`config.mk`:
```
export PLATFORM = sky130hd
export DESIGN_NAME = chist_bin
export DESIGN_NICKNAME = d
export VERILOG_FILES = /design/src/rtl/core/chist_pkg.sv /design/src/rtl/core/chist_bin.sv
export SDC_FILE = /design/constraint.sdc
export NUM_CORES = 2
export LEC_CHECK = 0
export BUFFER_PORTS_ARGS = -buffer_cell sky130_fd_sc_hd__buf_2
export CORE_AREA = 2 2 286 288
export CTS_BUF_LIST = sky130_fd_sc_hd__clkbuf_2
export DETAILED_ROUTE_END_ITERATION = 8
export DIE_AREA = 0 0 288 290
export HOLD_SLACK_MARGIN = 0.06
export PLACE_DENSITY = 0.69
export SLEW_MARGIN = 25
export SYNTH_ARGS = -nofsm -noshare
export SYNTH_HDL_FRONTEND = slang
export SYNTH_SLANG_ARGS = --single-unit
```
`constraint.sdc`:
```
create_clock -name i_clk -period 15.49 [get_ports i_clk]
set_input_delay 0.7745 -clock i_clk [delete_from_list [all_inputs] [get_ports i_clk]]
set_output_delay 0.7745 -clock i_clk [all_outputs]
set_load 0.005 [all_outputs]
```
`src/rtl/core/chist_pkg.sv`:
```
// Shared types, widths, reset values and register codes for the clamped histogram accumulator.
// No dependencies; every other file in rtl/core imports this package.
package chist_pkg;

    localparam int NumBinsDefault = 64;

    localparam int SampleW = 32;
    localparam int SelW    = 6;
    localparam int IdxW    = 6;
    localparam int HitsW   = 32;
    localparam int SumW    = 64;
    localparam int UsedW   = 7;

    localparam logic signed [SampleW-1:0] RangeMinReset   = 32'sd0;
    localparam logic signed [SampleW-1:0] RangeMaxReset   = 32'sd6553600;
    localparam logic        [31:0]        BinsPerUnitReset = 32'd41943;
    localparam logic        [UsedW-1:0]   BinsUsedReset   = 7'd64;

    // Register indexes, taken from paddr[3:2].
    localparam logic [1:0] RegRangeMin    = 2'd0;
    localparam logic [1:0] RegRangeMax    = 2'd1;
    localparam logic [1:0] RegBinsPerUnit = 2'd2;
    localparam logic [1:0] RegBinsUsed    = 2'd3;

    // Request kinds carried in tuser.
    localparam logic ReqAdd  = 1'b0;
    localparam logic ReqRead = 1'b1;

    typedef struct packed {
        logic signed [SampleW-1:0] range_min;
        logic signed [SampleW-1:0] range_max;
        logic        [31:0]        bins_per_unit;
        logic        [UsedW-1:0]   bins_used;
    } t_cfg;

    // One request travelling down the pipeline.
    typedef struct packed {
        logic                      valid;
        logic                      is_add;
        logic                      zero;
        logic        [SelW-1:0]    sel;
        logic signed [SampleW-1:0] sample;
    } t_item;

    typedef struct packed {
        logic        [SampleW-1:0] samples_seen;
        logic signed [SumW-1:0]    grand_total;
        logic signed [SampleW-1:0] high_seen;
        logic signed [SampleW-1:0] low_seen;
        logic signed [SumW-1:0]    bin_total;
        logic        [HitsW-1:0]   bin_hits;
        logic        [IdxW-1:0]    bin_index;
    } t_result;

endpackage

```
`src/rtl/core/chist_bin.sv`:
```
// Bin selection front end: input register, offset subtract, reciprocal multiply, clamp.
// Depends on chist_pkg for the configuration and pipeline item types.
module chist_bin
    import chist_pkg::*;
#(
    parameter int NUM_BINS = NumBinsDefault
) (
    input  logic                        i_clk,
    input  logic                        i_rst_n,
    input  logic                        i_adv,
    input  logic                        i_valid,
    input  logic                        i_req_type,
    input  logic signed [SampleW-1:0]   i_sample,
    input  logic [SelW-1:0]             i_bin_select,
    input  t_cfg                        i_cfg,
    output t_item                       o_item,
    output logic [$clog2(NUM_BINS)-1:0] o_bin
);

    localparam int BinW = $clog2(NUM_BINS);
    localparam int CntW = ($clog2(NUM_BINS + 1) > UsedW) ? $clog2(NUM_BINS + 1) : UsedW;

    // Stage 0: captured request.
    logic                      r0_valid;
    logic                      r0_is_add;
    logic signed [SampleW-1:0] r0_sample;
    logic [SelW-1:0]           r0_sel;
    // Stage 1: offset from the lower range edge, exact in 33 bits.
    logic                      r1_valid;
    logic                      r1_is_add;
    logic signed [SampleW-1:0] r1_sample;
    logic [SelW-1:0]           r1_sel;
    logic signed [SampleW:0]   r1_diff;
    // Stage 2: integer part of the scaled offset.
    logic                      r2_valid;
    logic                      r2_is_add;
    logic signed [SampleW-1:0] r2_sample;
    logic [SelW-1:0]           r2_sel;
    logic                      r2_neg;
    logic [31:0]               r2_prod_hi;

    logic signed [SampleW:0] n1_diff;
    logic [63:0]             n2_prod;
    logic [CntW-1:0]         w_used;
    logic [CntW-1:0]         w_num;
    logic [CntW-1:0]         w_eff;
    logic [CntW-1:0]         w_top;
    logic [BinW-1:0]         w_add_bin;

    assign n1_diff = {r0_sample[SampleW-1], r0_sample}
                   - {i_cfg.range_min[SampleW-1], i_cfg.range_min};
    // A non-negative offset is below 2^32, so only its low 32 bits reach the multiplier.
    assign n2_prod = 64'(r1_diff[SampleW-1:0]) * 64'(i_cfg.bins_per_unit);

    always_ff @(posedge i_clk) begin
        if (!i_rst_n) begin
            r0_valid <= 1'b0;
            r1_valid <= 1'b0;
            r2_valid <= 1'b0;
        end else if (i_adv) begin
            r0_valid <= i_valid;
            r1_valid <= r0_valid;
            r2_valid <= r1_valid;
        end
    end

    always_ff @(posedge i_clk) begin
        if (i_adv) begin
            r0_is_add  <= (i_req_type == ReqAdd);
            r0_sample  <= i_sample;
            r0_sel     <= i_bin_select;
            r1_is_add  <= r0_is_add;
            r1_sample  <= r0_sample;
            r1_sel     <= r0_sel;
            r1_diff    <= n1_diff;
            r2_is_add  <= r1_is_add;
            r2_sample  <= r1_sample;
            r2_sel     <= r1_sel;
            r2_neg     <= r1_diff[SampleW];
            r2_prod_hi <= n2_prod[63:32];
        end
    end

    // Bins in use, forced into 1..NUM_BINS.
    assign w_used = CntW'(i_cfg.bins_used);
    assign w_num  = CntW'(NUM_BINS);
    always_comb begin
        priority if (w_used == '0) begin
            w_eff = CntW'(1);
        end else if (w_used > w_num) begin
            w_eff = w_num;
        end else begin
            w_eff = w_used;
        end
    end
    assign w_top = w_eff - CntW'(1);

    always_comb begin
        priority if (r2_neg) begin
            w_add_bin = '0;
        end else if (r2_prod_hi > 32'(w_top)) begin
            w_add_bin = BinW'(w_top);
        end else begin
            w_add_bin = BinW'(r2_prod_hi);
        end
    end

    always_comb begin
        o_item.valid  = r2_valid;
        o_item.is_add = r2_is_add;
        o_item.sel    = r2_sel;
        o_item.sample = r2_sample;
        if (r2_is_add) begin
            o_item.zero = 1'b0;
            o_bin       = w_add_bin;
        end else begin
            // A read at or beyond the bins in use shows zero.
            o_item.zero = (CntW'(r2_sel) >= w_eff);
            o_bin       = BinW'(r2_sel);
        end
    end

endmodule

```
==> results_dict.tcl <==
set metrics [dict create \
    status "finished, final reports clean" \
    max_freq_mhz 109 \
    setup_tns_ns 0 \
    clkSinkCount 186 \
    ant_nets 0 \
    die_area_um2 83500 \
    ys_ff_latch 186 \
    crit_start "r1_diff[30]" \
    syn_nets 5372 \
    max_stage_delay_ns 1.02 \
    num_io_pins 193 \
    wl_um 97400 \
    crit_family "adder cells" \
    clk_latency_ns 0.93 \
    antenna_found_initial 3 \
    start_kind "flop" \
    postSynthAreaPerCell_um2 9.94 \
    dp_hpwl_um 71000 \
    synth_async_sr_flop_share_pct 0 \
    cts-root-buf "clkbuf_2" \
    slew_headroom_pct 31.4 \
    h-tree-depth 4 \
    drtPass1Iterations 5 \
    yosys_most_used_dff "edfxtp_1" \
    slew_viol_final 0 \
    synth_top_area_share_pct 44.8 \
    hold_start "i_valid" \
    rsz0062_at_grt "no" \
    hold_viol 0 \
    critPathRequiredTime_ns 16.14 \
    grt_pass1_wl_um 161000 \
    area_delta_synth_final_pct 5.91 \
    final.setup_skew_ns 0.0864 \
    drive_gt1_share_pct 6.01 \
    critPathBufInv 6 \
    via_per_inst 5.26 \
    synth_area_um2 40000 \
    fillers 7342 \
    period_share_pct 59.2 \
    synth_edf_count 183 \
    grt_pass1_vias 29900 \
    min_path_type "in -> reg" \
    synth.distinct_cells 66 \
    drc 0 \
    yosysSeqAreaShare_pct 13.9 \
    die_h_um 290 \
    post-route-util_pct 52.9 \
    core-area_um2 80200 \
    finalSetupViolCount 0 \
    grt_overflow 0 \
    postCtsSetupBuffers 0 \
    wire_per_inst_um 18.9 \
    finalCriticalPeriod_ns 9.17 \
    gp_congestion 0.887 \
    path_max_fanout 19 \
    regToRegStartpoint "r1_diff[30]" \
    synthTopCellsByArea "fa_1 45%, edfxtp_1 14%, ha_1 9.6%, and2_1 9.4%, inv_1 8.7%" \
    hold_ws_ns 0.169 \
    synth_area_leader_cell "fa_1" \
    die_w_um 288 \
    fp-row-count 104 \
    crit_path_frequent_cell "fa_1" \
    clk_pin_slew_ns 0.37 \
    start_util_pct 49.9 \
    portBuffers 160 \
    ys.warnings.count 0 \
    cts_buffers 17 \
    placed_area_um2 41700 \
    final_area_um2 42400 \
    crit_path_top_delay_cell "edfxtp_1" \
    synth_cells 4024 \
    fin_nets 5430 \
    worst_pin_slew_ns 1.03 \
    vias 27100 \
    cp-end-kind "flop" \
    grt_max_degree 73 \
    maxCapViolCount 0 \
    critPathKind "reg -> reg" \
    cp.arrival_ns 9.82 \
    grt.total_usage_pct 24.8 \
    cts_tree "built" \
    clk_path_buf_depth 2 \
    drtIter0Drc 1603 \
]
-- final cells by class --
class | instances | area [um^2] | share of cell area (%)
Antenna cell | 4 | 10.0 | 0.0236
Clock inverter | 15 | 193 | 0.455
Clock buffer | 17 | 85.1 | 0.201
Inverter | 928 | 3480 | 8.22
Sequential cell | 186 | 5560 | 13.1
Tap cell | 1060 | 1330 | 3.13
Timing Repair Buffer | 241 | 1520 | 3.58
Multi-Input combinational cell | 2708 | 30200 | 71.3
-- path summary, 6_finish.rpt --
kind               endpoint  slack (ns)  cells after the start
max          r2_prod_hi[29]        6.32                     27
min reg2reg    r2_sample[4]        0.44                      0
min                r0_valid        0.17                      3
max reg2reg  r2_prod_hi[29]        6.32                     27
-- placed cells by master (no fill, tap or decap), types with 6 or more instances in the layout --
master,count
inv_1,928
fa_1,896
and2_1,601
nand2_1,464
ha_1,306
edfxtp_1,183
buf_2,159
a21oi_1,70
nor2_1,50
a21o_1,44
xnor2_1,41
buf_4,41
dlygate4sd3_1,40
o21ai_0,22
xor2_1,21
nand3_1,20
clkbuf_2,17
nand2b_1,15
nor3_1,15
nor2b_1,14
o21a_1,12
o21bai_1,12
nand4_1,8
nor4_1,8
and3_1,8
o21ai_1,6
clkinv_8,6
-- worst reg2reg max path, cell delays in order (launching register included) --
cell      delay [ns]
edfxtp_1        1.02
buf_4           0.41
nand2_1         0.12
fa_1            0.56
inv_1           0.05
fa_1            0.42
fa_1            0.54
inv_1           0.05
fa_1            0.47
inv_1           0.05
fa_1            0.48
fa_1            0.52
fa_1            0.54
inv_1           0.07
fa_1            0.47
inv_1           0.04
ha_1            0.34
a21o_1          0.18
a21o_1          0.19
nor3_1          0.51
nand2_1         0.21
o2111a_2        0.34
a31oi_4         0.21
a31oi_2         0.16
a41o_1          0.32
a221oi_4        0.33
o21ai_1         0.14
xor2_1          0.15
-- layer usage --
| metal | vias up | global-route usage (%) | share of wire (%) |
|---|---|---|---|
| li1 | 12000 | - | - |
| met1 | 14000 | 32.4 | 40 |
| met2 | 934 | 42.6 | 50 |
| met3 | 196 | 3.77 | 7.0 |
| met4 | 0 | 7.46 | 3.0 |
| met5 | - | 0 | 0 |
-- flip-flops by register name, indices dropped and copies added, names as in the netlist --
register	cells
r0_is_add	1
r0_sample	32
r0_sel	6
r0_valid	1
r1_diff	33
r1_is_add	1
r1_sample	32
r1_sel	6
r1_valid	1
r2_is_add	1
r2_neg	1
r2_prod_hi	32
r2_sample	32
r2_sel	6
r2_valid	1
-- Yosys cell counts (5+ instances only) --
master	number
nand3_1	20
nand2b_1	15
nand4_1	8
nor2b_1	14
xor2_1	21
a21o_1	44
a21oi_1	70
o21ai_0	22
o21a_1	12
nand2_1	464
edfxtp_1	183
clkbuf_1	199
and2_1	601
o21ai_1	6
o21bai_1	12
nor2_1	50
fa_1	896
xnor2_1	41
ha_1	306
and3_1	8
nor4_1	8
inv_1	928
nor3_1	15
and4_1	5
-- cell families (layout without fill, tap and decap cells) --
kind of cell,count (synthesis),after routing,share of synthesized area (%)
and+or+nand+nor,1216,1216,15.8
adders and majority gates,1202,1202,54.4
buffers and inverters,1130,1201,10.6
AOI/OAI and AO/OA,224,224,3.88
DFF,186,186,13.9
xor gates and xnor gates,62,62,1.36
muxes,4,4,0.100
other,0,4,0
-- stage by stage --
| step | setup slack, ns | instances |
|---|---|---|
| finish | 6.32 | 5159 |
| global route | 5.94 | 5156 |
| CTS | 6.37 | 5155 |
| detailed placement | 6.26 | 5083 |
| global placement | 6.28 | 5083 |
| floorplan | 7.64 | 4024 |
-- repair_timing --
item / CTS / global route
hold buffers: 40 / 0
hold endpoints to repair: 42 / 0
resized for setup: 0 / 0
Power is left out: the tool's default activity adds up to more than one toggle a clock period on the data nets, which glitch-free logic cannot reach.
