`src/rtl/core/chist_pkg.sv`:
```
// Shared types, widths, reset values and register codes for the clamped histogram accumulator.
// No dependencies; every other file in rtl/core imports this package.
package chist_pkg;

    localparam int NumBinsDefault = 64;

    localparam int SampleW = 32;
    localparam int SelW    = 6;
    localparam int IdxW    = 6;
    localparam int HitsW   = 32;
    localparam int SumW    = 64;
    localparam int UsedW   = 7;

    localparam logic signed [SampleW-1:0] RangeMinReset   = 32'sd0;
    localparam logic signed [SampleW-1:0] RangeMaxReset   = 32'sd6553600;
    localparam logic        [31:0]        BinsPerUnitReset = 32'd41943;
    localparam logic        [UsedW-1:0]   BinsUsedReset   = 7'd64;

    // Register indexes, taken from paddr[3:2].
    localparam logic [1:0] RegRangeMin    = 2'd0;
    localparam logic [1:0] RegRangeMax    = 2'd1;
    localparam logic [1:0] RegBinsPerUnit = 2'd2;
    localparam logic [1:0] RegBinsUsed    = 2'd3;

    // Request kinds carried in tuser.
    localparam logic ReqAdd  = 1'b0;
    localparam logic ReqRead = 1'b1;

    typedef struct packed {
        logic signed [SampleW-1:0] range_min;
        logic signed [SampleW-1:0] range_max;
        logic        [31:0]        bins_per_unit;
        logic        [UsedW-1:0]   bins_used;
    } t_cfg;

    // One request travelling down the pipeline.
    typedef struct packed {
        logic                      valid;
        logic                      is_add;
        logic                      zero;
        logic        [SelW-1:0]    sel;
        logic signed [SampleW-1:0] sample;
    } t_item;

    typedef struct packed {
        logic        [SampleW-1:0] samples_seen;
        logic signed [SumW-1:0]    grand_total;
        logic signed [SampleW-1:0] high_seen;
        logic signed [SampleW-1:0] low_seen;
        logic signed [SumW-1:0]    bin_total;
        logic        [HitsW-1:0]   bin_hits;
        logic        [IdxW-1:0]    bin_index;
    } t_result;

endpackage

```
`src/rtl/core/chist_acc.sv`:
```
// Bin update stage with write forwarding, the global trackers and the result register.
// Depends on chist_pkg for the item and result types; the saturation limits are local.
module chist_acc
    import chist_pkg::*;
#(
    parameter int NUM_BINS = NumBinsDefault
) (
    input  logic                        i_clk,
    input  logic                        i_rst_n,
    input  logic                        i_adv,
    input  t_item                       i_item,
    input  logic [$clog2(NUM_BINS)-1:0] i_bin,
    input  logic [HitsW-1:0]            i_rd_hits,
    input  logic signed [SumW-1:0]      i_rd_sum,
    output logic                        o_wr_en,
    output logic [$clog2(NUM_BINS)-1:0] o_wr_addr,
    output logic [HitsW-1:0]            o_wr_hits,
    output logic signed [SumW-1:0]      o_wr_sum,
    output logic                        o_out_valid,
    output t_result                     o_result
);

    localparam int BinW = $clog2(NUM_BINS);
    localparam logic signed [SumW-1:0] SumMax = {1'b0, {(SumW-1){1'b1}}};
    localparam logic signed [SumW-1:0] SumMin = {1'b1, {(SumW-1){1'b0}}};

    function automatic logic [SumW-1:0] sat_add(input logic [SumW-1:0] a,
                                                input logic [SampleW-1:0] b);
        logic [SumW:0] s;
        s = {a[SumW-1], a} + {{(SumW-SampleW+1){b[SampleW-1]}}, b};
        if (s[SumW] != s[SumW-1]) begin
            return s[SumW] ? SumMin : SumMax;
        end
        return s[SumW-1:0];
    endfunction

    t_item                     r_b;
    logic [BinW-1:0]           r_b_bin;
    logic                      r_fwd;
    logic [HitsW-1:0]          r_fwd_hits;
    logic signed [SumW-1:0]    r_fwd_sum;
    logic signed [SampleW-1:0] r_low;
    logic signed [SampleW-1:0] r_high;
    logic signed [SumW-1:0]    r_total;
    logic [SampleW-1:0]        r_count;
    logic                      r_out_valid;
    t_result                   r_out;

    logic signed [SampleW-1:0] w_sample;
    logic                      w_do_add;
    logic [HitsW-1:0]          w_old_hits;
    logic signed [SumW-1:0]    w_old_sum;
    logic [HitsW-1:0]          w_new_hits;
    logic signed [SumW-1:0]    w_new_sum;
    logic signed [SampleW-1:0] n_low;
    logic signed [SampleW-1:0] n_high;
    logic signed [SumW-1:0]    n_total;
    logic [SampleW-1:0]        n_count;
    t_result                   n_out;

    assign w_sample = r_b.sample;
    assign w_do_add = r_b.valid && r_b.is_add;

    // The item ahead wrote its bin at the same edge this one read it, so take its value.
    assign w_old_hits = r_fwd ? r_fwd_hits : i_rd_hits;
    assign w_old_sum  = r_fwd ? r_fwd_sum : i_rd_sum;
    assign w_new_hits = (&w_old_hits) ? w_old_hits : w_old_hits + HitsW'(1);
    assign w_new_sum  = sat_add(w_old_sum, w_sample);

    always_comb begin
        n_low   = r_low;
        n_high  = r_high;
        n_total = r_total;
        n_count = r_count;
        if (w_do_add) begin
            if (w_sample < r_low) begin
                n_low = w_sample;
            end
            if (w_sample > r_high) begin
                n_high = w_sample;
            end
            n_total = sat_add(r_total, w_sample);
            n_count = (&r_count) ? r_count : r_count + SampleW'(1);
        end
    end

    always_comb begin
        // A read reports the bin it asked for, even one the memory cannot hold.
        n_out.bin_index    = r_b.is_add ? IdxW'(r_b_bin) : r_b.sel;
        n_out.low_seen     = n_low;
        n_out.high_seen    = n_high;
        n_out.grand_total  = n_total;
        n_out.samples_seen = n_count;
        priority if (r_b.is_add) begin
            n_out.bin_hits  = w_new_hits;
            n_out.bin_total = w_new_sum;
        end else if (r_b.zero) begin
            n_out.bin_hits  = '0;
            n_out.bin_total = '0;
        end else begin
            n_out.bin_hits  = w_old_hits;
            n_out.bin_total = w_old_sum;
        end
    end

    always_ff @(posedge i_clk) begin
        if (!i_rst_n) begin
            r_b.valid   <= 1'b0;
            r_fwd       <= 1'b0;
            r_out_valid <= 1'b0;
            r_low       <= RangeMaxReset;
            r_high      <= RangeMinReset;
            r_total     <= '0;
            r_count     <= '0;
        end else if (i_adv) begin
            r_b         <= i_item;
            r_fwd       <= w_do_add && (r_b_bin == i_bin);
            r_out_valid <= r_b.valid;
            r_low       <= n_low;
            r_high      <= n_high;
            r_total     <= n_total;
            r_count     <= n_count;
        end
    end

    always_ff @(posedge i_clk) begin
        if (i_adv) begin
            r_b_bin    <= i_bin;
            r_fwd_hits <= w_new_hits;
            r_fwd_sum  <= w_new_sum;
            r_out      <= n_out;
        end
    end

    assign o_wr_en     = i_adv && w_do_add;
    assign o_wr_addr   = r_b_bin;
    assign o_wr_hits   = w_new_hits;
    assign o_wr_sum    = w_new_sum;
    assign o_out_valid = r_out_valid;
    assign o_result    = r_out;

    // Once a sample has been counted it lies between the two trackers.
    a_low_le_high: assert property (@(posedge i_clk) disable iff (!i_rst_n)
        (r_count != '0) |-> (r_low <= r_high))
        else $error("lowest tracker above highest tracker");

    a_count_step: assert property (@(posedge i_clk) disable iff (!i_rst_n)
        (i_adv && w_do_add && !(&r_count)) |=> (r_count == $past(r_count) + SampleW'(1)))
        else $error("sample counter did not advance on an add");

    a_read_no_change: assert property (@(posedge i_clk) disable iff (!i_rst_n)
        (i_adv && r_b.valid && !r_b.is_add) |=>
            (r_total == $past(r_total) && r_count == $past(r_count)))
        else $error("a bin read changed the running totals");

    a_no_write_stalled: assert property (@(posedge i_clk) disable iff (!i_rst_n)
        o_wr_en |-> (i_adv && r_b.valid))
        else $error("bin written without the stage advancing");

endmodule

```
`config.mk`:
```
export PLATFORM = sky130hd
export DESIGN_NAME = chist_acc
export DESIGN_NICKNAME = d
export VERILOG_FILES = /design/src/rtl/core/chist_pkg.sv /design/src/rtl/core/chist_acc.sv
export SDC_FILE = /design/constraint.sdc
export NUM_CORES = 1
export LEC_CHECK = 0
export ABC_CLOCK_PERIOD_IN_PS = 9600
export BUFFER_PORTS_ARGS = -buffer_cell sky130_fd_sc_hd__clkbuf_2
export CAP_MARGIN = 20
export CORE_ASPECT_RATIO = 0.7
export CORE_MARGIN = 2
export CORE_UTILIZATION = 55
export DETAILED_ROUTE_END_ITERATION = 12
export GPL_TIMING_DRIVEN = 0
export HOLD_SLACK_MARGIN = 0.1
export PLACE_DENSITY = 0.77
export SKIP_LAST_GASP = 1
export SLEW_MARGIN = 20
export SYNTH_ARGS = -nofsm -noshare
export SYNTH_HDL_FRONTEND = slang
export SYNTH_SLANG_ARGS = --single-unit
```
`constraint.sdc`:
```
create_clock -name i_clk -period 9.6 [get_ports i_clk]
set_clock_uncertainty 0.15 [all_clocks]
set_input_delay 1.44 -clock i_clk [delete_from_list [all_inputs] [get_ports i_clk]]
set_output_delay 1.44 -clock i_clk [all_outputs]
set_load 0.02 [all_outputs]
```
==> impl_summary.txt <==
----------------------------------------------------
[Routing]
  DRC violation total after the first TritonRoute iteration ... 3616
  Total length of routed wires ... 115 mm
  Routed via count ... 30300
  Routed len/inst ... 23.4 um
  Router iterations before antenna repair ... 8
  DR vias/cell ... 6.15
  Residual antenna-violating net count after detailed routing ... 0
  Number of design rule violations left after detail routing ... 0

[Synthesis]
  Ys async rst share ... 0%
  Mapped cell area ... 33900 sq um
  Sequential fraction of the synthesis area ... 45.4%
  Number of flip-flops and latches in the synthesized netlist ... 567
  Ranking of synthesized cells by area ... sky130_fd_sc_hd__edfxtp_1, sky130_fd_sc_hd__dfxtp_1, sky130_fd_sc_hd__ha_1, sky130_fd_sc_hd__o21ai_0, sky130_fd_sc_hd__a21oi_1
  Syn nets ... 3828
  Cell with the most instances after synthesis ... sky130_fd_sc_hd__edfxtp_1
  Warnings, synthesis ... 0
  Number of enable-type register cells in the synthesized netlist ... 404
  Synthesized area per cell ... 9.71 sq um
  Leading post-synthesis cells by instance count ... sky130_fd_sc_hd__edfxtp_1, sky130_fd_sc_hd__nand2_1, sky130_fd_sc_hd__o21ai_0, sky130_fd_sc_hd__a21oi_1, sky130_fd_sc_hd__ha_1
  Share of the synthesized area in the top cell type ... 35.8%
  Number of different library cells in the post-synthesis netlist ... 91
  Prevailing post-synth register cell ... sky130_fd_sc_hd__edfxtp_1
  Gate Count Post-Synth ... 3487
  Yosys top cell by area ... sky130_fd_sc_hd__edfxtp_1

[Worst setup path]
  Most frequent cell on the critical path ... sky130_fd_sc_hd__buf_2
  Critical Path Slowest Stage Cell ... sky130_fd_sc_hd__buf_1
  Critical path startpoint category ... flip-flop
  Required time at the worst-slack endpoint ... 8010 ps
  Critical path fanouts, max ... 10
  Type of element capturing the critical path ... output pin
  Worst Reg2Reg Path Length in Cells ... 19
  Worst Setup Path Type ... flip-flop to output pin
  Biggest cell delay along the critical path ... 640 ps
  Terminus of the critical flop-to-flop path ... o_result[38]
  Reg2reg setup slack ... 2500 ps
  Ordered list of cells on the worst path ... buf_2 > buf_2 > buf_1 > clkbuf_1 > mux2i_1 > inv_1 > ha_1 > a211oi_1 > o21a_1 > a21o_1 > a211oi_2 > o31ai_2 > o311ai_2 > xor2_2 > nand2_1 > buf_2 > clkbuf_1 > o21ai_0 > clkbuf_2
  Startpoint of the most critical register-to-register path ... r_fwd
  Arrival time reported for the critical path endpoint ... 7440 ps

[Die]
  Initial core utilization ... 55.3%
  Std-Cell Core Area ... 61200 sq um
  Standard-cell row count ... 76
  Die height ... 212 um
  Overall die area ... 63600 sq um
  I/O pin count ... 512
  Die Width ... 301 um

[Flow run]
  Count of maximum capacitance violations ... 0

[Power]
  Leakage power figure ... 15.8 nW
  Total power divided by cell area ... 174 nW/um^2
  Total chip power ... 6.85 mW
  Worst supply voltage drop on vdd ... 148 uV

[Clocking]
  Number of H-tree levels ... 2
  Number of post-CTS setup repair buffers ... 0
  Inserted Clock Buffers ... 56
  Maximum buffer depth of the clock tree ... 3
  Num Clock Sinks ... 567
  Clock latency on the worst-skew pair ... 660 ps
  CTS tree ... yes
  Clock input transition at the sequential cells of the worst setup and hold paths ... 60 ps
  CTS root buf ... sky130_fd_sc_hd__clkbuf_16

[Place]
  Detailed placement HPWL ... 89.3 mm
  Cell area after placement ... 37600 sq um
  Final RePlAce weighted congestion ... 0.995
  # port buffers ... 510
  Worst Setup Slack post-DPL ... 1120 ps

[STA]
  Number of hold violations in the final report ... 0
  Max_slew headroom ... 28.2%
  Least-Margin Pin Slew ... 1080 ps
  Part of the cycle the worst path needs ... 94.0%
  Finish-stage setup viols ... 0
  Achievable frequency ... 0.111 GHz
  Final number of max-transition violations ... 0
  Final critical delay including setup and external delays ... 9030 ps
  Accumulated negative setup slack ... 0 ps
  Unrepaired setup endpoints after global routing ... no
  Min setup slack post-route ... 572 ps

[Hold path]
  Source of the worst hold timing path ... r_high[28]
  Hold Path Sink ... r_high[28]
  Hold Path Cell Cnt ... 2
  Min-Delay Path Class ... flip-flop to flip-flop

[Final layout]
  Area used by sequential logic in the layout ... 15400 sq um
  Fraction of final layout cells with drive strength greater than 1 ... 20.2%
  # nets final ... 4405
  Finished Core Util ... 64.4%
  Number of inserted filler cells in the final layout ... 5079
  Area growth syn-to-layout ... 16.5%
  Multi-input gate area ... 17200 sq um
  Final instance area ... 39500 sq um

[GRT]
  Leftover overflow at the end of global routing ... 0
  Global-route wire length before repair ... 170 mm
  Overall track demand over capacity in global routing ... 35.2%
  Number of global-route vias before repair ... 27800
  Pin count of the biggest net entering global routing ... 97
  Antenna violations before repair ... 12

[Run status]
  Result of the run ... finished, final reports clean

----------------------------------------------------
==> cell usage in the layout (no fill, tap or decap), types with 46 or more instances in the layout <==
cell | synthesis | layout
sky130_fd_sc_hd__nor2b_1 | 46 | 46
sky130_fd_sc_hd__nor2_1 | 179 | 179
sky130_fd_sc_hd__o21ai_1 | 56 | 56
sky130_fd_sc_hd__o21ai_0 | 312 | 312
sky130_fd_sc_hd__buf_2 | 50 | 50
sky130_fd_sc_hd__xnor2_1 | 122 | 122
sky130_fd_sc_hd__clkbuf_16 | 0 | 58
sky130_fd_sc_hd__a21o_1 | 73 | 73
sky130_fd_sc_hd__nand3_1 | 98 | 98
sky130_fd_sc_hd__dfxtp_1 | 163 | 163
sky130_fd_sc_hd__nand2_1 | 396 | 396
sky130_fd_sc_hd__edfxtp_1 | 404 | 404
sky130_fd_sc_hd__mux2i_1 | 63 | 63
sky130_fd_sc_hd__ha_1 | 193 | 193
sky130_fd_sc_hd__and2_1 | 48 | 47
sky130_fd_sc_hd__nand4_1 | 62 | 62
sky130_fd_sc_hd__inv_1 | 122 | 122
sky130_fd_sc_hd__mux2_2 | 105 | 105
sky130_fd_sc_hd__clkbuf_1 | 126 | 137
sky130_fd_sc_hd__a21oi_1 | 310 | 310
sky130_fd_sc_hd__xor2_1 | 76 | 76
sky130_fd_sc_hd__clkbuf_2 | 1 | 511
==> layer usage <==
metal / wire length, um / GRT usage [%]
met5: 88 / 0
met1: 51600 / 53.8
met4: 4130 / 12.4
met2: 46500 / 48.3
met3: 12900 / 7.98
==> worst max path at each step <==
stage / slack [ps] / endpoint / from / depth (start not counted)
CTS: 370 / o_wr_sum[21] / r_fwd / 18
floorplan: 3440 / o_wr_sum[61] / r_fwd / 16
global route: 250 / o_wr_sum[21] / r_fwd / 19
finish: 570 / o_wr_sum[21] / r_fwd / 19
detailed placement: 1120 / o_wr_sum[21] / r_fwd / 18
global placement: -4570 / o_wr_en / i_adv / 6
==> metrics by stage <==
stage,std cells,hold WS (ps)
after global routing,4929,369
final,4929,341
after global placement,4816,321
after floorplan,3487,309
after detailed placement,4824,330
after CTS,4924,339
==> critical path: cells and delay by family (launching register included) <==
family | cells | cell delay [ps]
AOI/OAI and AO/OA | 7 | 1970
adders and majority gates | 1 | 310
xor gates and xnor gates | 1 | 230
muxes | 1 | 590
DFF | 1 | 370
buffers and inverters | 8 | 3030
and+or+nand+nor | 1 | 270
==> report_power, final <==
group          switching (mW)  leakage, nW  internal, mW
Clock                   0.990        0.879          1.23
Combinational            1.16         9.60         0.524
Sequential             0.0938         5.35          2.85
Total                    2.24         15.8          4.60
==> state kept, by name (all words and copies together), names as in the netlist <==
name / count
r_high: 32
r_total: 64
w_sample: 32
o_result: 262
r_count: 32
r_fwd_sum: 64
r_fwd: 1
r_low: 32
r_b: 9
r_fwd_hits: 32
o_wr_addr: 6
o_out_valid: 1
==> logic make-up (layout without fill, tap and decap cells) <==
| logic type | after synthesis | after routing | share of synthesized area (%) |
|---|---|---|---|
| muxes | 169 | 169 | 5.42 |
| DFF | 567 | 567 | 45.4 |
| other | 0 | 4 | 0 |
| AOI/OAI and AO/OA | 1028 | 1028 | 18.5 |
| adders and majority gates | 217 | 217 | 7.90 |
| buffers and inverters | 316 | 935 | 3.81 |
| and+or+nand+nor | 991 | 991 | 13.8 |
| xor gates and xnor gates | 199 | 199 | 5.17 |
==> repair_timing <==
action	4_1_cts	5_1_grt
endpoints found under the setup margin	0	21
hold buffers	0	0
resized for setup	0	3
==> area by class of cell <==
cell class	count	area share, %
clock inverter	29	0.701
tap	819	2.60
clock buffer	71	3.85
antenna	4	0.0254
buffer	193	2.11
inverter	123	1.17
timing repair buffer	519	6.94
multi-input combinational	2604	43.6
sequential	567	39.0
Note: power is estimated with default switching activity, not from simulation.
